--- src/rtl/core/qebi_pkg.sv ---
// ----------------------------------------------------------------------------
// qebi_pkg: shared types and constants
// Event bit positions, register indexes, item kinds and the quadrature
// transition table of the encoder and button input block.
// ----------------------------------------------------------------------------
package qebi_pkg;

    // Item kinds carried on the input stream tuser.
    localparam logic OP_EDGE = 1'b0;
    localparam logic OP_POLL = 1'b1;

    // Configuration register indexes.
    localparam logic [1:0] REG_DEBOUNCE   = 2'd0;
    localparam logic [1:0] REG_LONG_PRESS = 2'd1;
    localparam logic [1:0] REG_STEPS      = 2'd2;

    // Reset values of the configuration registers.
    localparam logic [7:0]  DEBOUNCE_RST   = 8'd5;
    localparam logic [15:0] LONG_PRESS_RST = 16'd500;
    localparam logic [1:0]  STEPS_RST      = 2'd2;

    // Event set bits.
    localparam logic [3:0] EVT_CW    = 4'b0001;
    localparam logic [3:0] EVT_CCW   = 4'b0010;
    localparam logic [3:0] EVT_SHORT = 4'b0100;
    localparam logic [3:0] EVT_LONG  = 4'b1000;

    // Both encoder pins idle high.
    localparam logic [1:0] PINS_IDLE = 2'b11;

    // Button press events from the debounce unit.
    typedef struct packed {
        logic long_press;
        logic short_press;
    } btn_evt_t;

    // Quadrature step for a move from the previous to the current pin pair.
    // Returns +1, -1 or 0 (no move or an illegal double jump).
    function automatic logic signed [1:0] quad_step(input logic [1:0] prev_pins,
                                                    input logic [1:0] pins);
        logic [3:0] code;
        logic signed [1:0] step;
        code = {prev_pins, pins};
        unique case (code)
            4'd1, 4'd7, 4'd8, 4'd14: step = 2'sd1;
            4'd2, 4'd4, 4'd11, 4'd13: step = -2'sd1;
            default: step = 2'sd0;
        endcase
        return step;
    endfunction

endpackage

--- src/rtl/core/qebi_button.sv ---
// ----------------------------------------------------------------------------
// qebi_button: button debounce and press classification
// Holds the debounce state of the active-low button; reports a long press
// once the hold time is reached, else a short press on a settled release.
// ----------------------------------------------------------------------------
module qebi_button (
    input  logic                clk,
    input  logic                rst_n,
    input  logic                update,
    input  logic                btn,
    input  logic [31:0]         now_ms,
    input  logic [7:0]          debounce_ms,
    input  logic [15:0]         long_press_ms,
    output qebi_pkg::btn_evt_t  evt
);

    logic        raw_reg, raw_next;
    logic        stable_reg, stable_next;
    logic [31:0] change_reg, change_next;
    logic [31:0] press_reg, press_next;
    logic        long_done_reg, long_done_next;
    logic [31:0] settle_age;
    logic [31:0] hold_age;

    // Debounce the raw level, then classify the press.
    always_comb
    begin
        raw_next       = btn;
        change_next    = (btn != raw_reg) ? now_ms : change_reg;
        stable_next    = stable_reg;
        press_next     = press_reg;
        long_done_next = long_done_reg;
        evt            = '0;

        settle_age = now_ms - change_next;
        if ((settle_age >= {24'd0, debounce_ms}) && (stable_reg != raw_next))
        begin
            stable_next = raw_next;
            if (!raw_next)
            begin
                press_next     = now_ms;
                long_done_next = 1'b0;
            end
            else if (!long_done_reg)
            begin
                evt.short_press = 1'b1;
            end
        end

        hold_age = now_ms - press_next;
        if (!stable_next && !long_done_next && (hold_age >= {16'd0, long_press_ms}))
        begin
            long_done_next = 1'b1;
            evt.long_press = 1'b1;
        end
    end

    // Button state advances only on a poll.
    always_ff @(posedge clk or negedge rst_n)
    begin
        if (!rst_n)
        begin
            raw_reg       <= 1'b1;
            stable_reg    <= 1'b1;
            change_reg    <= '0;
            press_reg     <= '0;
            long_done_reg <= 1'b0;
        end
        else if (update)
        begin
            raw_reg       <= raw_next;
            stable_reg    <= stable_next;
            change_reg    <= change_next;
            press_reg     <= press_next;
            long_done_reg <= long_done_next;
        end
    end

endmodule

--- src/rtl/core/quadrature_encoder_button_input.sv ---
// ----------------------------------------------------------------------------
// quadrature_encoder_button_input: encoder decoder with button debounce
// Decodes quadrature edges into detent counts and debounces a push button,
// returning one result per encoder edge or poll item.
// ----------------------------------------------------------------------------
// The block accepts one item in every cycle while results are taken, and
// returns one result per item: the item is captured in an input
// register, and one pass of table lookup, step accumulation and debounce
// compares writes the result register and the state. A full result register
// that is not taken stalls the input only once the input register is full as
// well. Configuration writes are taken at any time and should be made while
// no item is in flight.
module quadrature_encoder_button_input (
    input  logic        clk,
    input  logic        rst_n,
    // Input stream
    input  logic        s_tvalid,
    output logic        s_tready,
    // tdata from bit 0: enc_pins[1:0], button_level[2], now_ms[34:3], zero fill
    input  logic [39:0] s_tdata,
    // tuser: op (0 = encoder edge, 1 = poll)
    input  logic        s_tuser,
    // Result stream
    output logic        m_tvalid,
    input  logic        m_tready,
    // tdata from bit 0: evt_cw[0], evt_ccw[1], evt_short[2], evt_long[3],
    // position[35:4], recent_events[39:36], event_total[71:40]
    output logic [71:0] m_tdata,
    // Configuration write channel
    input  logic        cfg_valid,
    output logic        cfg_ready,
    input  logic [1:0]  cfg_index,
    input  logic [15:0] cfg_data
);

    // Configuration registers.
    logic [7:0]  debounce_reg;
    logic [15:0] long_press_reg;
    logic [1:0]  steps_reg;

    // Input register.
    logic        in_valid_reg;
    logic        in_op_reg;
    logic [1:0]  in_pins_reg;
    logic        in_btn_reg;
    logic [31:0] in_now_reg;

    // Result register.
    logic        out_valid_reg;
    logic        out_op_reg;
    logic [3:0]  out_evt_reg;

    // Decoder and event state.
    logic [1:0]        prev_pins_reg, prev_pins_next;
    logic signed [2:0] accum_reg, accum_next;
    logic [31:0]       position_reg, position_next;
    logic [3:0]        pending_reg, pending_next;
    logic [3:0]        last_reg, last_next;
    logic [31:0]       count_reg, count_next;
    logic [3:0]        evt_next;

    logic              advance;
    logic              poll_update;
    logic signed [1:0] step;
    logic signed [2:0] sum;
    logic signed [2:0] th_pos;
    logic signed [2:0] th_neg;
    logic [3:0]        edge_set;
    logic [3:0]        btn_set;
    qebi_pkg::btn_evt_t btn_evt;

    // Handshake: the input register moves on when the result register frees.
    assign advance     = in_valid_reg && (!out_valid_reg || m_tready);
    assign s_tready    = !in_valid_reg || advance;
    assign cfg_ready   = 1'b1;
    assign poll_update = advance && (in_op_reg == qebi_pkg::OP_POLL);

    // Configuration writes.
    always_ff @(posedge clk or negedge rst_n)
    begin
        if (!rst_n)
        begin
            debounce_reg   <= qebi_pkg::DEBOUNCE_RST;
            long_press_reg <= qebi_pkg::LONG_PRESS_RST;
            steps_reg      <= qebi_pkg::STEPS_RST;
        end
        else if (cfg_valid)
        begin
            unique case (cfg_index)
                qebi_pkg::REG_DEBOUNCE:   debounce_reg   <= cfg_data[7:0];
                qebi_pkg::REG_LONG_PRESS: long_press_reg <= cfg_data;
                qebi_pkg::REG_STEPS:      steps_reg      <= cfg_data[1:0];
                default: ;
            endcase
        end
    end

    // Input register capture on each input transfer.
    always_ff @(posedge clk or negedge rst_n)
    begin
        if (!rst_n)
        begin
            in_valid_reg <= 1'b0;
        end
        else if (s_tready)
        begin
            in_valid_reg <= s_tvalid;
        end
    end

    always_ff @(posedge clk)
    begin
        if (s_tvalid && s_tready)
        begin
            in_op_reg   <= s_tuser;
            in_pins_reg <= s_tdata[1:0];
            in_btn_reg  <= s_tdata[2];
            in_now_reg  <= s_tdata[34:3];
        end
    end

    // Button debounce unit.
    qebi_button u_button (
        .clk           (clk),
        .rst_n         (rst_n),
        .update        (poll_update),
        .btn           (in_btn_reg),
        .now_ms        (in_now_reg),
        .debounce_ms   (debounce_reg),
        .long_press_ms (long_press_reg),
        .evt           (btn_evt)
    );

    // Step accumulation thresholds; a count of zero acts as one.
    assign step   = qebi_pkg::quad_step(prev_pins_reg, in_pins_reg);
    assign sum    = accum_reg + {step[1], step};
    assign th_pos = $signed({1'b0, steps_reg});
    assign th_neg = -th_pos;

    assign btn_set = (btn_evt.short_press ? qebi_pkg::EVT_SHORT : 4'd0)
                   | (btn_evt.long_press  ? qebi_pkg::EVT_LONG  : 4'd0);

    // One pass over the item: encoder decode or poll event gathering.
    always_comb
    begin
        prev_pins_next = prev_pins_reg;
        accum_next     = accum_reg;
        position_next  = position_reg;
        pending_next   = pending_reg;
        last_next      = last_reg;
        count_next     = count_reg;
        evt_next       = '0;
        edge_set       = '0;

        if (in_op_reg == qebi_pkg::OP_EDGE)
        begin
            if (in_pins_reg != prev_pins_reg)
            begin
                prev_pins_next = in_pins_reg;
                priority if (step == 2'sd0)
                begin
                    accum_next = '0;
                end
                else if (sum >= th_pos)
                begin
                    accum_next    = '0;
                    position_next = position_reg + 32'd1;
                    edge_set      = qebi_pkg::EVT_CW;
                end
                else if (sum <= th_neg)
                begin
                    accum_next    = '0;
                    position_next = position_reg - 32'd1;
                    edge_set      = qebi_pkg::EVT_CCW;
                end
                else
                begin
                    accum_next = sum;
                end
            end
            if (edge_set != 4'd0)
            begin
                pending_next = pending_reg | edge_set;
                last_next    = edge_set;
                count_next   = count_reg + 32'd1;
            end
        end
        else
        begin
            evt_next     = btn_set | pending_reg;
            pending_next = '0;
            if (btn_set != 4'd0)
            begin
                last_next  = evt_next;
                count_next = count_reg + 32'd1;
            end
        end
    end

    // State update and result valid.
    always_ff @(posedge clk or negedge rst_n)
    begin
        if (!rst_n)
        begin
            prev_pins_reg <= qebi_pkg::PINS_IDLE;
            accum_reg     <= '0;
            position_reg  <= '0;
            pending_reg   <= '0;
            last_reg      <= '0;
            count_reg     <= '0;
            out_valid_reg <= 1'b0;
        end
        else
        begin
            if (advance)
            begin
                prev_pins_reg <= prev_pins_next;
                accum_reg     <= accum_next;
                position_reg  <= position_next;
                pending_reg   <= pending_next;
                last_reg      <= last_next;
                count_reg     <= count_next;
                out_valid_reg <= 1'b1;
            end
            else if (m_tready)
            begin
                out_valid_reg <= 1'b0;
            end
        end
    end

    // Result payload.
    always_ff @(posedge clk)
    begin
        if (advance)
        begin
            out_evt_reg <= evt_next;
            out_op_reg  <= in_op_reg;
        end
    end

    assign m_tvalid = out_valid_reg;
    assign m_tdata  = {count_reg, last_reg, position_reg, out_evt_reg};

    // The accumulator rests strictly inside the largest detent threshold.
    assert property (@(posedge clk) disable iff (!rst_n)
        (accum_reg >= -3'sd2) && (accum_reg <= 3'sd2))
        else $error("step accumulator out of range");

    // An encoder edge result never carries poll events.
    assert property (@(posedge clk) disable iff (!rst_n)
        (out_valid_reg && (out_op_reg == qebi_pkg::OP_EDGE)) |-> (out_evt_reg == 4'd0))
        else $error("edge result carries events");

    // The event count grows by at most one per item and holds otherwise.
    assert property (@(posedge clk) disable iff (!rst_n)
        advance |=> ((count_reg == $past(count_reg)) ||
                     (count_reg == $past(count_reg) + 32'd1)))
        else $error("event count jumped");

    assert property (@(posedge clk) disable iff (!rst_n)
        !advance |=> $stable(count_reg))
        else $error("event count changed without an item");

    // A position step is always counted as an event.
    assert property (@(posedge clk) disable iff (!rst_n)
        (advance && (position_next != position_reg)) |-> (count_next == count_reg + 32'd1))
        else $error("position moved without an event");

endmodule

--- config.mk ---
export PLATFORM = sky130hd
export DESIGN_NAME = quadrature_encoder_button_input
export DESIGN_NICKNAME = d
export VERILOG_FILES = /design/src/rtl/core/qebi_pkg.sv /design/src/rtl/core/qebi_button.sv /design/src/rtl/core/quadrature_encoder_button_input.sv
export SDC_FILE = /design/constraint.sdc
export NUM_CORES = 1
export LEC_CHECK = 0
export BUFFER_PORTS_ARGS = -buffer_cell sky130_fd_sc_hd__buf_2
export CAP_MARGIN = 20
export CORE_ASPECT_RATIO = 1.2
export CORE_UTILIZATION = 48
export CTS_BUF_LIST = sky130_fd_sc_hd__clkbuf_4 sky130_fd_sc_hd__clkbuf_8 sky130_fd_sc_hd__clkbuf_16
export DETAILED_ROUTE_END_ITERATION = 10
export HOLD_SLACK_MARGIN = 0.1
export PLACE_DENSITY = 0.69
export SETUP_SLACK_MARGIN = 0.4
export SYNTH_ARGS = -nofsm -noshare
export SYNTH_HDL_FRONTEND = slang
export SYNTH_SLANG_ARGS = --single-unit
export TNS_END_PERCENT = 20
--- constraint.sdc ---
create_clock -name clk -period 12.7 [get_ports clk]
set_input_delay 2.54 -clock clk [delete_from_list [all_inputs] [get_ports clk]]
set_output_delay 2.54 -clock clk [all_outputs]
set_load 0.05 [all_outputs]
## Word level (Yosys, flattened, before mapping)

Memory sizes are Yosys's and may differ from the RTL's.
Cells that the tools add are included.

| word-level totals | value |
|---|---|
| logic and storage cells | 103 |
| output and inout port bits | 75 |
| input bits | 64 |
| memories | 1 |
| register bits | 212 |
| ROM bits | 32 |

| cells by class | value |
|---|---|
| reduce and logical (&&, ||, !) cells | 26 |
| equality and inequality tests | 6 |
| magnitude comparators | 4 |
| multiplexer cells | 33 |
| bitwise logic cells | 5 |
| add/sub/neg operators | 7 |

Memory list:

| memory | depth | width | rd ports | clocked after memory_dff | write ports | line | RTL |
|---|---|---|---|---|---|---|---|
| (no name shown) | 16 | 2 | 1 | 0 | 0 | qebi_pkg.sv:44 | `unique case (code)` |

Operator list:

| cell | number |
|---|---|
| 2-to-1 mux 32 bit | 8 |
| adder 32 x 1 -> 32 bit (second input constant) | 2 |
| subtractor 32 bit | 2 |
| greater-or-equal comparator 32 x 16 -> 1 bit | 1 |
| greater-or-equal comparator 32 x 8 -> 1 bit | 1 |
| subtractor 32 x 1 -> 32 bit (second input constant) | 1 |
| 2-to-1 mux 4 bit | 7 |
| 2-to-1 mux 3 bit | 4 |
| 2-to-1 mux 1 bit | 10 |
| 2-to-1 mux 2 bit | 4 |
| bitwise OR 4 bit | 2 |
| AND reduction 2 bit | 4 |
| nonzero test 4 bit | 2 |
| logical AND 1 bit | 6 |
| AND reduction 3 bit | 2 |
| nonzero test 2 bit | 3 |
| AND reduction 5 bit | 1 |
| zero test 1 bit | 4 |
| zero test 2 bit | 2 |
| bitwise OR 3 x 4 -> 4 bit | 1 |
| adder 3 bit | 1 |
| greater-or-equal comparator 3 bit | 1 |
| <= comparator 3 bit | 1 |
| negator 2 -> 3 bit | 1 |
| 7 further kinds | 10 |

## Depth between registers and ports, before layout

| depth | value |
|---|---|
| word-level depth | 15 |
| gate-level depth with buffers | 63 |
| mapped depth without buffers | 53 |

## By module

Synthesis repeated with hierarchy kept, for this count alone.

| second synthesis, totals | value |
|---|---|
| cells, all modules | 1638 |
| area total of the unflattened synthesis | 15190.8 um^2 |

By module, submodules not included:

| module | sequential area each (um^2) | area each (um^2) | cells each | instances |
|---|---|---|---|---|
| qebi_button | 1679.1 | 8170.3 | 1022 | 1 |
| quadrature_encoder_button_input | 3792.4 | 7020.5 | 616 | 1 |

## Least setup slack after synthesis

No wires, ideal clock.

| timing path | value |
|---|---|
| path kind | flip-flop to flip-flop |
| start point | register in_btn_reg |
| end point | register count_reg[27] |
| setup time | 0.146 ns |
| stages on the path, launching flop included | 62 |
| data arrival time | 12.408 ns |
| setup slack | 0.146 ns |
| clock period less this slack | 12.554 ns |
| required time | 12.554 ns |
| path buffers | 10 |
| cell sequence | edfxtp_1 > buf_2 > xnor2_2 > buf_2 > buf_1 > clkbuf_1 > clkbuf_1 > nand2_1 > o21ai_0 > ha_1 > nand2b_1 > o32ai_1 > a211oi_2 > a21o_1 > a211oi_1 > a21oi_1 > o21a_1 > ha_1 > [26 not listed] > a311o_1 > a31oi_2 > xnor2_1 > ha_1 > a2111oi_0 > nand4_1 > a211o_1 > or4_1 > nor3_1 > nand3_1 > a2111oi_0 > o2111ai_1 > nor4_1 > nand4_1 > o31ai_4 > buf_4 > a2111oi_1 > xor2_1 |

| between the ends | value |
|---|---|
| cells in the longest elaborated chain, start to end | 15 |
| elaborated cells on any way between the ends | 26 |
| those cells by class | add/sub (2); order compare (2); eq/ne (3); mux (11); bitwise (1); reduce/logical (7) |

Ends and longest elaborated chain:

| item | line | RTL |
|---|---|---|
| start: declaration | quadrature_encoder_button_input.sv:45 | `logic in_btn_reg;` |
| start signal: assignment | quadrature_encoder_button_input.sv:117 | `in_btn_reg <= s_tdata[2];` |
| != test 1 bit | qebi_button.sv:29 | `change_next = (btn != raw_reg) ? now_ms : change_reg;` |
| 2-to-1 mux 32 bit | qebi_button.sv:29 |  |
| named net u_button.change_next[0] | qebi_button.sv:19 | `logic [31:0] change_reg, change_next;` |
| subtractor 32 bit | qebi_button.sv:35 | `settle_age = now_ms - change_next;` |
| greater-or-equal comparator 32 x 8 -> 1 bit | qebi_button.sv:36 | `if ((settle_age >= {24'd0, debounce_ms}) && (stable_reg != raw_next))` |
| logical AND 1 bit | qebi_button.sv:36 |  |
| 2-to-1 mux 32 bit | qebi_button.sv:36 |  |
| named net u_button.press_next[0] | qebi_button.sv:20 | `logic [31:0] press_reg, press_next;` |
| subtractor 32 bit | qebi_button.sv:50 | `hold_age = now_ms - press_next;` |
| greater-or-equal comparator 32 x 16 -> 1 bit | qebi_button.sv:51 | `if (!stable_next && !long_done_next && (hold_age >= {16'd0, long_press_ms}))` |
| logical AND 1 bit | qebi_button.sv:51 |  |
| 2-to-1 mux 1 bit | qebi_button.sv:51 |  |
| 2-to-1 mux 4 bit | quadrature_encoder_button_input.sv:141 | `\| (btn_evt.long_press ? qebi_pkg::EVT_LONG : 4'd0);` |
| bitwise OR 3 x 4 -> 4 bit | quadrature_encoder_button_input.sv:141 |  |
| nonzero test 4 bit | quadrature_encoder_button_input.sv:192 | `if (btn_set != 4'd0)` |
| != test 2 x 1 -> 1 bit (no source line) | n/a |  |
| AND reduction 3 bit (no source line) | n/a |  |
| end signal: assignment | quadrature_encoder_button_input.sv:222 | `count_reg <= count_next;` |
| end: declaration | quadrature_encoder_button_input.sv:59 | `logic [31:0] count_reg, count_next;` |

The timed path passes the listed nets, and every way through them passes these cells.
A chain may end at the register's enable or synchronous reset.

## Worst setup path after layout

| timing path | value |
|---|---|
| start point | register u_button.raw_reg |
| end point | register count_reg[1] |

| between the ends | value |
|---|---|
| cells in the longest elaborated chain, start to end | 15 |
| elaborated cells on any way between the ends | 22 |
| those cells by class | add/sub (2); order compare (2); eq/ne (2); mux (8); bitwise (1); reduce/logical (7) |

Ends and longest elaborated chain:

| item | line | RTL |
|---|---|---|
| start: declaration | qebi_button.sv:17 | `logic raw_reg, raw_next;` |
| start signal: assignment | qebi_button.sv:71 | `raw_reg <= raw_next;` |
| != test 1 bit | qebi_button.sv:29 |  |
| 2-to-1 mux 32 bit | qebi_button.sv:29 |  |
| named net u_button.change_next[0] | qebi_button.sv:19 |  |
| subtractor 32 bit | qebi_button.sv:35 |  |
| greater-or-equal comparator 32 x 8 -> 1 bit | qebi_button.sv:36 |  |
| logical AND 1 bit | qebi_button.sv:36 |  |
| 2-to-1 mux 32 bit | qebi_button.sv:36 |  |
| named net u_button.press_next[0] | qebi_button.sv:20 |  |
| subtractor 32 bit | qebi_button.sv:50 |  |
| greater-or-equal comparator 32 x 16 -> 1 bit | qebi_button.sv:51 |  |
| logical AND 1 bit | qebi_button.sv:51 |  |
| 2-to-1 mux 1 bit | qebi_button.sv:51 |  |
| 2-to-1 mux 4 bit | quadrature_encoder_button_input.sv:141 |  |
| bitwise OR 3 x 4 -> 4 bit | quadrature_encoder_button_input.sv:141 |  |
| nonzero test 4 bit | quadrature_encoder_button_input.sv:192 |  |
| != test 2 x 1 -> 1 bit (no source line) | n/a |  |
| AND reduction 3 bit (no source line) | n/a |  |

The timed path passes the listed nets, and every way through them passes these cells.

==> results by group <==
Clock tree
  – Latest clock arrival within the worst-skew pair: 0.56 ns
  – Root buffer cell: clkbuf_16
  – TritonCTS clock tree: built
  – H-tree depth: 1
  – Clk slew on worst S/H paths: 0.06 ns
  – Maximum buffer depth of the clock tree: 3
  – Total CTS buffers: 25
  – Clk sinks: 210

Synthesis
  – Netlist Area Pre-Place: about 16000 um2
  – Synth top area cells: dfrtp_1, ha_1, edfxtp_1, mux2_2, o21ai_0
  – Top cell type's share of synthesized area: 25.09%
  – Post-Syn Nets: 1906
  – Yosys warns: 0
  – Top_reg_cell synth: dfrtp_1
  – Seq/Total Area, Yosys: 34.95%
  – Synth unique cells: 91
  – Synth area leader: dfrtp_1
  – Number of synthesized flops with an enable pin: 40
  – Syn Inst Count: 1724
  – Ys async rst share: 80.95%
  – Avg Synthesized Cell Area: a little over 9 um2
  – FF+latch count, synth: between 200 and 250

Critical path
  – Crit end category: register
  – R2R setup slack: roughly 1.0 ns
  – CP arrival: approximately 12 ns
  – CP Class: reg -> reg
  – WP data required: 13.13 ns
  – Crit path max fanout: 16
  – Crit start category: register
  – Worst path bufs/invs: 3
  – Most used cell, CP: ha_1
  – Worst path slowest cell: dfstp_2
  – Delay-heaviest family, CP: compound AO/OA/AOI/OAI gates
  – Slowest Stage Delay on Critical Path: 0.59 ns

Floorplan
  – Die ar.: 33350 um2
  – Chip height: 199.8 um
  – Initial core utilization: 48.68%
  – Io pins: 139
  – Core Area: 32160 um2
  – Core Rows: between 70 and 80
  – Die W: 166.9 um

GRT
  – Global-route wire length before repair: 65780 um
  – Antenna violations before repair: 5
  – Largest net degree at the start of global routing: 63
  – Vias in the first global route: 12950
  – Total grt overflow: 0
  – GRT Resource Usage Total: 24.35%

STA
  – Highest clock rate: about 86 MHz
  – Setup tns final: 0 ns
  – Part of the cycle the worst path needs: about nine tenths
  – Worst Tran Pin Value: 1.102 ns
  – Worst Skew: ~0.014 ns
  – Min Tclk post-route: about 12 ns
  – RSZ-0062 raised after global routing: false
  – Slew Limit Fails: 0
  – Final setup fails: 0
  – Max-Slew Margin vs Limit: 26.55%
  – Endpoints failing hold: 0

Power and ir drop
  – Leakage: 0.008189 uW
  – Cell Pwr Density: 300.5 nW/um2
  – Worst ir drop on vdd: 0.3504 mV

Routing
  – Via density: between 5 and 6
  – Final WL: just over 40000 um
  – Final ANT Viol Nets: 0
  – DR vias: 13400
  – Drt drc: 0
  – Average wire per standard cell: 18.18 um
  – First-pass DRT Iterations: 6
  – Violation count after the first detailed-route iteration: 678

Placement
  – Detailed Place HPWL: 30430 um
  – Final GP Congestion: 0.9626
  – PortBufs: 132

Finish
  – Nets: 2015
  – Area of the multi-input gates: around 9700 um2
  – Post-layout util: 55.12%
  – Register Area: 5472 um2
  – Layout cells sized above 1: 17.66%
  – # fillers: slightly below 3000
  – Area grow syn2layout: 13.23%

Flow run
  – Maxcap violations: 0

Worst hold path
  – Worst hold path class: reg -> reg

Outcome
  – Status: finished clean
[tightest hold or removal path, stage by stage (launching register included)]
cell and delay, ns:
dfrtp_1 0.34, nand2_1 0.04, o21ai_0 0.06
[cells in the final DEF (no fill, tap or decap), types with 38 or more instances in the layout]
master / netlist / routed
a211oi_1: 38 / 38
a21o_1: 53 / 53
a21oi_1: 103 / 102
buf_2: 5 / 131
dfrtp_1: 157 / 157
edfxtp_1: 40 / 40
ha_1: 115 / 115
inv_1: 82 / 82
mux2_2: 71 / 71
mux2i_1: 50 / 49
nand2_1: 161 / 159
nand3_1: 49 / 49
nor2_1: 110 / 107
o21ai_0: 121 / 121
xnor2_1: 39 / 39
xor2_1: 62 / 62
[power breakdown]
part	internal (uW)	switching [uW]
sequential	887	157
clock	446	300
combinational	1420	2110
[synthesized netlist by cell type, drive strengths merged (50+ instances only)]
cell type / instances
o21ai: 123
mux2i: 50
nand2: 161
clkbuf: 58
ha: 115
nor2: 110
mux2: 73
a21oi: 104
dfrtp: 157
a21o: 53
xor2: 63
inv: 82
[cell type report]
class                           instances  share of cell area, %
Sequential cell                       210                  30.86
Antenna cell                            1                0.01412
Inverter                               82                  1.736
Clock inverter                         13                 0.7411
Clock buffer                           33                  4.108
Timing Repair Buffer                  154                  4.905
Tap cell                              407                  2.872
Multi-Input combinational cell       1360                  54.76
[metrics by stage]
step / area (um2) / power, uW / std cells / hold WS [ns] / worst slack [ns]
finish: 17730 / 5327 / 2260 / 0.4795 / 1.021
global route: 17730 / 5787 / 2259 / 0.4964 / 0.3754
CTS: 17590 / 5291 / 2253 / 0.4841 / 0.4011
detailed placement: 16680 / 4497 / 2205 / 0.4684 / 0.1269
global placement: 16680 / 4397 / 2205 / 0.4561 / 0.4662
floorplan: 15660 / 3751 / 1724 / 0.4485 / 0.4230
[final timing paths]
kind / start / endpoint / cells past startpoint
hold / removal: u_button.change_reg[30] / u_button.change_reg[30] / 2
setup reg to reg: u_button.raw_reg / count_reg[1] / 52
min in group asynchronous: rst_n / u_button.change_reg[20] / 1
max in group asynchronous: rst_n / position_reg[17] / 2
hold reg to reg: u_button.change_reg[30] / u_button.change_reg[30] / 2
setup / recovery: u_button.raw_reg / count_reg[1] / 52
[kinds of logic after synthesis]
group	share of synthesized area [%]
AND/OR/NAND/NOR	16.79
XOR/XNOR	5.858
flip-flops	34.95
multiplexers	8.591
other	0.02395
AO/OA/AOI/OAI	19.98
buffers and inverters	3.852
adder cells (fa/ha/maj)	9.958
[repair_timing]
action	in CTS	in global routing
hold buffers	0	0
setup endpoints to repair	35	35
gates resized for setup	6	17
endpoints found under the hold margin	0	0
pin swaps	1	8
gates cloned	0	1
buffers inserted	2	5
[layer usage]
layer	routed length (um)	vias to the layer above	track usage [%]
met2	20170	333	43.56
met3	2503	82	4.968
met5	51	-	0
met4	1247	8	8.196
met1	17120	6437	29.16
li1	-	6544	-
Power figures use the tool's default switching activity.
